### src/sv/sir_pkg.sv
package sir_pkg;

    localparam int SW_BITS          = 5;
    localparam int TIME_IN_BITS     = 32;
    localparam int S_TDATA_BITS     = 72;
    localparam int S_TUSER_BITS     = 2;
    localparam int M_TDATA_BITS     = 8;

    localparam int NUM_SWITCHES_DEF = 22;
    localparam int NUM_SLOTS_DEF    = 32;
    localparam int TIME_BITS_DEF    = 32;

    // set bit means the switch comes out of reset straight
    localparam logic [31:0] STRAIGHT_AT_RESET = 32'h0028_05C8;

    typedef enum logic [1:0] {
        REQ_ALLOC   = 2'd0,
        REQ_RELEASE = 2'd1,
        REQ_READ    = 2'd2
    } t_req;

    typedef enum logic [2:0] {
        ST_OK       = 3'd0,
        ST_OVERLAP  = 3'd1,
        ST_FULL     = 3'd2,
        ST_EMPTY    = 3'd3,
        ST_MISMATCH = 3'd4
    } t_status;

    typedef enum logic [1:0] {
        FSM_IDLE,
        FSM_SCAN,
        FSM_DONE
    } t_state;

    // running search flags handed from cell to cell
    typedef struct packed {
        logic conflict;
        logic any;
        logic free_found;
        logic best_found;
    } t_carry;

endpackage

### src/sv/sir_cell.sv
module sir_cell
    import sir_pkg::*;
#(
    parameter int TIME_BITS = TIME_BITS_DEF,
    parameter int SLOT_BITS = 5,
    parameter int CELL_IDX  = 0
) (
    input  logic                 i_clk,
    input  logic                 i_rst_n,
    input  logic [SW_BITS-1:0]   i_sw,
    input  logic [TIME_BITS-1:0] i_start,
    input  logic [TIME_BITS-1:0] i_end,
    input  logic                 i_dir,
    input  logic                 i_wr,
    input  logic                 i_clr,
    input  logic [SLOT_BITS-1:0] i_sel_idx,
    input  t_carry               i_carry,
    input  logic [SLOT_BITS-1:0] i_free_idx,
    input  logic [SLOT_BITS-1:0] i_best_idx,
    input  logic [TIME_BITS-1:0] i_best_start,
    input  logic                 i_best_dir,
    output t_carry               o_carry,
    output logic [SLOT_BITS-1:0] o_free_idx,
    output logic [SLOT_BITS-1:0] o_best_idx,
    output logic [TIME_BITS-1:0] o_best_start,
    output logic                 o_best_dir,
    output logic                 o_valid
);

    localparam logic [SLOT_BITS-1:0] MY_IDX = SLOT_BITS'(CELL_IDX);

    logic                 r_valid;
    logic [SW_BITS-1:0]   r_sw;
    logic [TIME_BITS-1:0] r_start;
    logic [TIME_BITS-1:0] r_end;
    logic                 r_dir;

    t_carry               r_carry;
    t_carry               n_carry;
    logic [SLOT_BITS-1:0] r_free_idx;
    logic [SLOT_BITS-1:0] n_free_idx;
    logic [SLOT_BITS-1:0] r_best_idx;
    logic [SLOT_BITS-1:0] n_best_idx;
    logic [TIME_BITS-1:0] r_best_start;
    logic [TIME_BITS-1:0] n_best_start;
    logic                 r_best_dir;
    logic                 n_best_dir;

    logic                 c_sel;
    logic                 c_match;
    logic                 c_overlap;

    assign c_sel = (i_sel_idx == MY_IDX);

    always_ff @(posedge i_clk) begin
        if (!i_rst_n) begin
            r_valid <= 1'b0;
        end else if (i_wr && c_sel) begin
            r_valid <= 1'b1;
        end else if (i_clr && c_sel) begin
            r_valid <= 1'b0;
        end
    end

    always_ff @(posedge i_clk) begin
        if (i_wr && c_sel) begin
            r_sw    <= i_sw;
            r_start <= i_start;
            r_end   <= i_end;
            r_dir   <= i_dir;
        end
    end

    assign c_match   = r_valid && (r_sw == i_sw);
    // second term covers intervals that wrap (end before start)
    assign c_overlap = ((r_start <= i_end) && (r_end >= i_start)) ||
                       ((r_end <= i_start) && (r_start >= i_end));

    always_comb begin
        n_carry      = i_carry;
        n_free_idx   = i_free_idx;
        n_best_idx   = i_best_idx;
        n_best_start = i_best_start;
        n_best_dir   = i_best_dir;
        if (c_match) begin
            n_carry.any = 1'b1;
            if (c_overlap) begin
                n_carry.conflict = 1'b1;
            end
            if (!i_carry.best_found || (r_start < i_best_start)) begin
                n_carry.best_found = 1'b1;
                n_best_idx         = MY_IDX;
                n_best_start       = r_start;
                n_best_dir         = r_dir;
            end
        end
        if (!r_valid && !i_carry.free_found) begin
            n_carry.free_found = 1'b1;
            n_free_idx         = MY_IDX;
        end
    end

    always_ff @(posedge i_clk) begin
        if (!i_rst_n) begin
            r_carry <= '0;
        end else begin
            r_carry <= n_carry;
        end
    end

    always_ff @(posedge i_clk) begin
        r_free_idx   <= n_free_idx;
        r_best_idx   <= n_best_idx;
        r_best_start <= n_best_start;
        r_best_dir   <= n_best_dir;
    end

    assign o_carry      = r_carry;
    assign o_free_idx   = r_free_idx;
    assign o_best_idx   = r_best_idx;
    assign o_best_start = r_best_start;
    assign o_best_dir   = r_best_dir;
    assign o_valid      = r_valid;

endmodule

### config.mk
export PLATFORM = sky130hd
export DESIGN_NAME = sir_cell
export DESIGN_NICKNAME = d
export VERILOG_FILES = /design/src/sv/sir_pkg.sv /design/src/sv/sir_cell.sv
export SDC_FILE = /design/constraint.sdc
export NUM_CORES = 1
export LEC_CHECK = 0
export BUFFER_PORTS_ARGS = -buffer_cell sky130_fd_sc_hd__buf_4
export CAP_MARGIN = 0
export CORE_MARGIN = 5
export CORE_UTILIZATION = 45
export DETAILED_ROUTE_END_ITERATION = 8
export PLACE_DENSITY = 0.75
export SLEW_MARGIN = 10
export SYNTH_ARGS = -nofsm -noshare
export SYNTH_HDL_FRONTEND = slang
export SYNTH_SLANG_ARGS = --single-unit
### constraint.sdc
create_clock -name i_clk -period 3.5 [get_ports i_clk]
set_input_delay 0.525 -clock i_clk [delete_from_list [all_inputs] [get_ports i_clk]]
set_output_delay 0.525 -clock i_clk [all_outputs]
set_load 0.01 [all_outputs]
==> impl_metrics.ini, run 1 <==
[global_route]
grt_pass1_wl_um = 23700
antenna_found_initial = 0
grt_pass1_vias = 4928
overflow = 0
grt_max_degree = 38
gr-usage-all-layers_pct = 18.9

[clocking]
cts_tree = yes
cts.reportedPaths.clkPinSlew_ns = 0.05
clockBufferDepth = 2
cts_max_level = 4
holdBufCountCts = 0
cts_sinks = 118
numCtsBuffers = 17
cts-root-buf = clkbuf_16
cts_setup_buffers = 0
post_cts_resized = 0
worst_skew_pair.late_latency_ns = 0.42

[route]
drt_pass1_iterations = 4
via_per_inst = 5.00
drt-wirelength-per-cell_um = 16.6
wl_um = 15000
via_count = 4514
antenna_left = 0
detail_route.iter0.violations = 218
drc = 0

[place]
port_buffers = 173
routabilityCongestion = 0.859
placed_area_um2 = 7650
dp_hpwl_um = 12000
dp_slack_ns = 0.649

[pwr]
finalPower_mw = 3.56
cellPowerDensity_nw_per_um2 = 433
leakagePower_nw = 4.05
vdd_ir_drop_max_uv = 277

[floorplan]
rows = 42
dieArea_um2 = 16100
initial_core_util_pct = 46.1
core_um2 = 13300
die-height_um = 127
pin_count = 174
die_x_um = 127

[layout]
nNetsFinal = 934
drive_above_1_share_pct = 34.0
synthToLayoutAreaGrowth_pct = 34.1
fin_util_pct = 61.8
antenna_cells = 0
final_area_um2 = 8220

[timing]
finalHoldViolations = 0
period_share_pct = 75.2
finalClockSkew_ns = 0.0101
slew_viol_final = 0
fmax_mhz = 380
slew_headroom_pct = 65.1
finalSetupViolCount = 0
worst_pin_slew_ns = 0.524
setup_ws_ns = 0.868
min_period_ns = 2.63
rsz0062_at_grt = false
tns_ns = 0

[synthesis]
synth_nets = 743
synthDistinctLibCells = 44
synth-seq-cells = 118
synth_area_per_cell_um2 = 11.7
ys_seq_area_share_pct = 50.0
syn_area_um2 = 6130
syn_inst = 522
synth_warnings = 0

[run_status]
status = finished, final reports clean

[critical_path]
criticalPathCategory = flop to flop
crit_required_ns = 3.81
crit_fanout = 21
worstPathArrival_ns = 2.94
start_kind = flop
endpoint_kind = flop

[min_path]
hold_class = input port to flop

[flow_run]
drv_cap = 0
[synthesized netlist by cell type]
| library cell | number | share of area [%] |
|---|---|---|
| inv_1 | 99 | 6.1 |
| ha_1 | 95 | 19 |
| edfxtp_1 | 70 | 34 |
| dfxtp_1 | 48 | 16 |
| a21oi_1 | 37 | 3.0 |
| nand2_1 | 24 | 1.5 |
| mux2_2 | 18 | 3.3 |
| mux2_4 | 15 | 3.7 |
| nand4_1 | 14 | 1.4 |
| o21ai_0 | 13 | 1.1 |
| a21o_1 | 11 | 1.3 |
| nor2b_1 | 9 | 0.92 |
| and2_1 | 7 | 0.71 |
| nor2_1 | 5 | 0.31 |
| nor3_1 | 5 | 0.41 |
| a211oi_1 | 4 | 0.49 |
| and4_1 | 4 | 0.57 |
| nand3_1 | 4 | 0.33 |
| xor2_1 | 4 | 0.57 |
| a221oi_1 | 3 | 0.43 |
| buf_6 | 3 | 0.55 |
| nor4_1 | 3 | 0.31 |
| o211ai_1 | 3 | 0.37 |
| and3_1 | 2 | 0.20 |
| o21a_1 | 2 | 0.24 |
| xnor2_1 | 2 | 0.29 |
| a2111o_1 | 1 | 0.18 |
| a21boi_0 | 1 | 0.12 |
| a21oi_2 | 1 | 0.14 |
| a221o_1 | 1 | 0.16 |
| a221oi_2 | 1 | 0.24 |
| a31oi_1 | 1 | 0.10 |
| and2_0 | 1 | 0.10 |
| buf_2 | 1 | 0.082 |
| nand2b_1 | 1 | 0.10 |
| o2111ai_1 | 1 | 0.14 |
| o211a_1 | 1 | 0.16 |
| o21ai_2 | 1 | 0.14 |
| o21bai_1 | 1 | 0.12 |
| o221ai_1 | 1 | 0.14 |
| o221ai_2 | 1 | 0.24 |
| or2_2 | 1 | 0.10 |
| or3b_2 | 1 | 0.14 |
| or4_1 | 1 | 0.12 |
[metrics by stage]
stage | std cells | hold WS, ns
after global routing | 902 | 0.275
after global placement | 870 | 0.452
after floorplan | 522 | 0.449
after detailed placement | 870 | 0.468
after CTS | 902 | 0.271
final | 902 | 0.288
[report_power, final]
group / leakage (nW) / total, mW / switching (mW) / internal [mW]
Sequential: 1.03 / 1.52 / 0.0140 / 1.51
Clock: 0.291 / 1.64 / 0.607 / 1.03
Combinational: 2.72 / 0.396 / 0.175 / 0.220
[path summary, 6_finish.rpt]
| path | start | to | cells after the start | slack (ns) |
|---|---|---|---|---|
| worst max-delay path | r_start[31]$_DFFE_PP_ | o_best_start[31]$_DFF_P_ | 8 | 0.87 |
| worst min-delay path | i_dir | r_dir$_DFFE_PP_ | 1 | 0.29 |
| worst max register to register | r_start[31]$_DFFE_PP_ | o_best_start[31]$_DFF_P_ | 8 | 0.87 |
| worst min register to register | r_dir$_DFFE_PP_ | o_best_dir$_DFF_P_ | 1 | 0.47 |
[registers in the layout (all words and copies together) (netlist names)]
register,count
o_best_dir,1
o_best_idx,5
o_best_start,32
o_carry,4
o_free_idx,5
o_valid,1
r_dir,1
r_end,32
r_start,32
r_sw,5
[placed cells by master (no fill, tap or decap), types with 6 or more instances in the layout]
| master | count |
|---|---|
| nor2b_1 | 9 |
| nand2_1 | 24 |
| edfxtp_1 | 70 |
| dfxtp_1 | 48 |
| ha_1 | 95 |
| clkbuf_16 | 18 |
| inv_1 | 99 |
| nand4_1 | 14 |
| a21oi_1 | 37 |
| a21o_1 | 11 |
| and2_1 | 6 |
| mux2_2 | 18 |
| mux2_4 | 15 |
| buf_4 | 175 |
| o21ai_0 | 13 |
| clkinv_2 | 6 |
[critical path: stages, from the launching register on]
cell      delay [ns]
edfxtp_1        0.42
ha_1            0.34
and4_1          0.28
nand4_1         0.19
nor3_1          0.31
a21oi_2         0.11
o21ai_4         0.14
buf_4           0.34
mux2_2          0.37
[layer usage]
metal	global-route usage (%)	vias to the layer above	routed length (um)
met5	0	-	0
met4	8.39	0	421
met3	5.93	33	1040
met2	33.2	159	7490
met1	21.0	2087	6040
li1	-	2235	-
[logic make-up (layout without fill, tap and decap cells)]
logic type | after synthesis | after routing | share of synthesized area [%]
muxes | 33 | 33 | 6.98
adders and majority gates | 95 | 95 | 19.4
DFF | 118 | 118 | 50.0
xor gates and xnor gates | 6 | 6 | 0.857
buffers and inverters | 103 | 307 | 6.70
and+or+nand+nor | 82 | 82 | 7.23
AOI/OAI and AO/OA | 85 | 85 | 8.88
[cell type report]
type	instances	area, um2
timing repair buffer	176	1330
inverter	99	372
sequential	118	3060
tap	176	220
multi-input combinational	301	2670
fill	1054	5070
clock inverter	8	42.5
clock buffer	24	523
(Power assumes the default switching activity.)
==> run 2, diff against run 1 <==
Clock period 3.5 ns to 2.6 ns, I/O delays scaled along.
==> impl_metrics.ini, run 2 (same netlist as run 1, synthesis figures left out) <==
[global_route]
grtUsageMet1_pct = 22.0
grt_max_degree = 72
grt_busiest_layer = met2
gr-usage-all-layers_pct = 19.2
met3_usage_pct = 5.13
use_met2_pct = 33.3
grt_pass1_vias = 4995
antenna_found_initial = 0
grt_pass1_wl_um = 24100
overflow = 0

[timing]
finalSetupViolCount = 0
slew_viol_final = 0
fmax_mhz = 399
worst_pin_slew_ns = 0.446
finalHoldViolations = 0
min_period_ns = 2.51
period_share_pct = 96.4
slew_headroom_pct = 70.0
finalClockSkew_ns = 0.00918

[layout]
layout_common_cells = 182 x buf_4, 99 x inv_1, 95 x ha_1
fin_util_pct = 63.7
final_area_um2 = 8460
final_common_cell = buf_4
antenna_cells = 0
synthToLayoutAreaGrowth_pct = 38.1
multiInputGateArea_um2 = 2700
drive_above_1_share_pct = 35.5
fillCellCount = 1029
regArea_um2 = 3060
nNetsFinal = 946

[route]
drc = 0
drt-wirelength-per-cell_um = 17.1
antenna_left = 0
drt_pass1_iterations = 4
detail_route.iter0.violations = 289
via_per_inst = 5.08
wl_um = 15600
via_count = 4640

[floorplan]
pin_count = 174
initial_core_util_pct = 46.1
dieArea_um2 = 16100
rows = 42
core_um2 = 13300
die-height_um = 127
die_x_um = 127

[clocking]
cts.reportedPaths.clkPinSlew_ns = 0.06
worst_skew_pair.late_latency_ns = 0.42
numCtsBuffers = 17
cts_max_level = 4
cts_sinks = 118
clockBufferDepth = 2
cts_tree = yes
cts-root-buf = clkbuf_16
holdBufCountCts = 0

[flow_run]
drv_cap = 0

[critical_path]
criticalPathCategory = flop to flop
crit_required_ns = 2.91
endpoint_kind = flop
cp-startpoint = r_start[30]$_DFFE_PP_
crit_fanout = 11
r2r_cells = 9
worstReg2RegEnd = o_best_start[31]$_DFF_P_
start_kind = flop
worstPathArrival_ns = 2.81
rrSetupSlack_ns = 0.09
crit_end = o_best_start[31]$_DFF_P_
reg2reg_from = r_start[30]$_DFFE_PP_

[pwr]
vdd_ir_drop_max_uv = 401
leakagePower_nw = 4.17
cellPowerDensity_nw_per_um2 = 586

[place]
routabilityCongestion = 0.838
dp_hpwl_um = 11900
port_buffers = 173
placed_area_um2 = 7700

[run_status]
status = finished, final reports clean

[min_path]
hold_class = input port to flop
run 2: cell types whose count changed in the layout (fill, tap and decap cells not counted), sizes merged:
cell and change:
buf +10, clkinv -2, inv -1, clkbuf +5
run 2: cell type report:
cell class | count | area share, %
Clock buffer | 27 | 6.95
Inverter | 99 | 4.39
Timing Repair Buffer | 188 | 17.7
Tap cell | 176 | 2.60
Sequential cell | 118 | 36.2
Clock inverter | 5 | 0.310
Multi-Input combinational cell | 301 | 31.9
run 2: worst max-delay path, stage by stage (launching register included):
cell,delay [ns]
edfxtp_1,0.45
ha_1,0.33
and4_1,0.25
nand4_1,0.17
nor3_1,0.27
a21oi_2,0.11
o21ai_4,0.17
buf_12,0.15
buf_12,0.15
mux2_2,0.34
run 2: how the worst min path moves through the flow:
stage,from,cells after the start,to,slack [ns]
floorplan,r_dir$_DFFE_PP_,1,o_best_dir$_DFF_P_,0.45
global placement,r_dir$_DFFE_PP_,1,o_best_dir$_DFF_P_,0.45
detailed placement,r_dir$_DFFE_PP_,1,o_best_dir$_DFF_P_,0.48
CTS,i_dir,1,r_dir$_DFFE_PP_,0.14
global route,i_dir,1,r_dir$_DFFE_PP_,0.14
finish,i_dir,1,r_dir$_DFFE_PP_,0.15
run 2: repair_timing:
item	CTS	global route
endpoints found under the setup margin	0	33
setup buffers	0	7
gates resized for setup	0	6
run 2: metal layers:
| metal | share of wire, % | routed length, um |
|---|---|---|
| met4 | 2.9 | 458 |
| met5 | 0 | 0 |
| met1 | 41 | 6380 |
| met2 | 50 | 7760 |
| met3 | 6.6 | 1030 |
run 2: report_power, final:
| group | switching [mW] | internal, mW |
|---|---|---|
| clock network | 0.814 | 1.54 |
| logic | 0.244 | 0.303 |
| registers | 0.0189 | 2.03 |
| total | 1.08 | 3.88 |
run 2: through the flow:
step	TNS (ns)	setup WS (ns)	power (mW)	hold WS [ns]	instances
2_1_floorplan	0	0.240	2.32	0.449	522
3_3_place_gp	-0.133	-0.0104	2.60	0.455	873
3_5_place_dp	-1.73	-0.0770	2.62	0.475	873
4_1_cts	0	0.00868	4.99	0.137	905
5_1_grt	-0.00708	-0.00259	5.15	0.137	914
6_report	0	0.0933	4.96	0.153	914
==> run 3, diff against run 2 <==
Clock period 2.6 ns to 3 ns, I/O delays scaled along.
==> impl_metrics.ini, run 3 (same netlist as run 1, synthesis figures left out) <==
[run_status]
status = finished, final reports clean

[global_route]
overflow = 0
gr-usage-all-layers_pct = 19.1
grt_max_degree = 72
grt_pass1_wl_um = 24100
antenna_found_initial = 0
grt_pass1_vias = 5037

[clocking]
cts_max_level = 4
post_cts_resized = 0
cts_setup_buffers = 0
cts-root-buf = clkbuf_16
cts.reportedPaths.clkPinSlew_ns = 0.06
cts_tree = yes
cts_sinks = 118
holdBufCountCts = 0
numCtsBuffers = 17
worst_skew_pair.late_latency_ns = 0.42
clockBufferDepth = 2

[pwr]
vdd_ir_drop_max_uv = 340
cellPowerDensity_nw_per_um2 = 522
finalPower_mw = 4.32
leakagePower_nw = 4.07

[layout]
fillCellCount = 1043
synthToLayoutAreaGrowth_pct = 35.0
final_common_cell = buf_4
layout_common_cells = 175 x buf_4, 99 x inv_1, 95 x ha_1
stdcell_count = 902
drive_above_1_share_pct = 33.9
antenna_cells = 0
nNetsFinal = 934

[critical_path]
crit_required_ns = 3.30
endpoint_kind = flop
cpPeakStageDelay_ns = 0.45
crit_fanout = 21
start_kind = flop
criticalPathCategory = flop to flop
path_cells = ha_1, nand4_1, or2_2, o221ai_1, a21oi_2, o21ai_4, buf_4, mux2_2
rrSetupSlack_ns = 0.36
worstPathArrival_ns = 2.94
crit_slowest_cell = edfxtp_1

[floorplan]
die_x_um = 127
core_um2 = 13300
die-height_um = 127
pin_count = 174
dieArea_um2 = 16100
initial_core_util_pct = 46.1
rows = 42

[min_path]
hold_class = input port to flop

[timing]
finalHoldViolations = 0
worst_pin_slew_ns = 0.426
slew_viol_final = 0
rsz0062_at_grt = false
setup_ws_ns = 0.359
fmax_mhz = 379
finalClockSkew_ns = 0.0108
finalSetupViolCount = 0
slew_headroom_pct = 71.3
whs_ns = 0.212
tns_ns = 0
period_share_pct = 88.0
min_period_ns = 2.64

[flow_run]
drv_cap = 0

[route]
drt_pass1_iterations = 4
detail_route.iter0.violations = 262
drt-wirelength-per-cell_um = 16.8
via_count = 4582
drc = 0
via_per_inst = 5.08
wl_um = 15100
antenna_left = 0

[place]
dp_slack_ns = 0.265
routabilityCongestion = 0.861
dp_hpwl_um = 11800
dpl.cell_count = 870
port_buffers = 173
## run 3: metal layers
| layer | part of all wire, % | wire, um | GRT usage (%) |
|---|---|---|---|
| met5 | 0 | 0 | 0 |
| met4 | 2.1 | 325 | 7.07 |
| met3 | 7.1 | 1080 | 6.26 |
| met2 | 51 | 7650 | 33.2 |
| met1 | 40 | 6080 | 21.9 |
## run 3: cell type report
type                            instances  area [um2]  share of cell area (%)
Clock buffer                           26         563                    6.80
Clock inverter                          6        56.3                   0.680
Inverter                               99         372                    4.49
Multi-Input combinational cell        301        2670                    32.2
Sequential cell                       118        3060                    37.0
Tap cell                              176         220                    2.66
Timing Repair Buffer                  176        1330                    16.1
## run 3: final timing paths
check,from,to,cells after the start
min,i_dir,r_dir$_DFFE_PP_,1
max,r_start[15]$_DFFE_PP_,o_best_start[31]$_DFF_P_,8
min reg2reg,r_dir$_DFFE_PP_,o_best_dir$_DFF_P_,1
max reg2reg,r_start[15]$_DFFE_PP_,o_best_start[31]$_DFF_P_,8
## run 3: per-stage QoR
step,utilization [%],cell area (um2)
finish,62.2,8270
CTS,62.2,8270
floorplan,-,6130
global placement,57.6,7650
detailed placement,57.6,7650
global route,62.2,8270
## run 3: where the power goes
part	internal [mW]	switching [mW]
registers	1.76	0.0160
logic	0.258	0.207
clock network	1.37	0.707
## run 3: critical path, delay by kind of cell, from the launching register on
family | cells | cell delay (ns)
compound gates | 3 | 0.57
flops | 1 | 0.45
simple gates | 2 | 0.43
mux | 1 | 0.38
buf+inv | 1 | 0.34
fa+ha+maj | 1 | 0.33
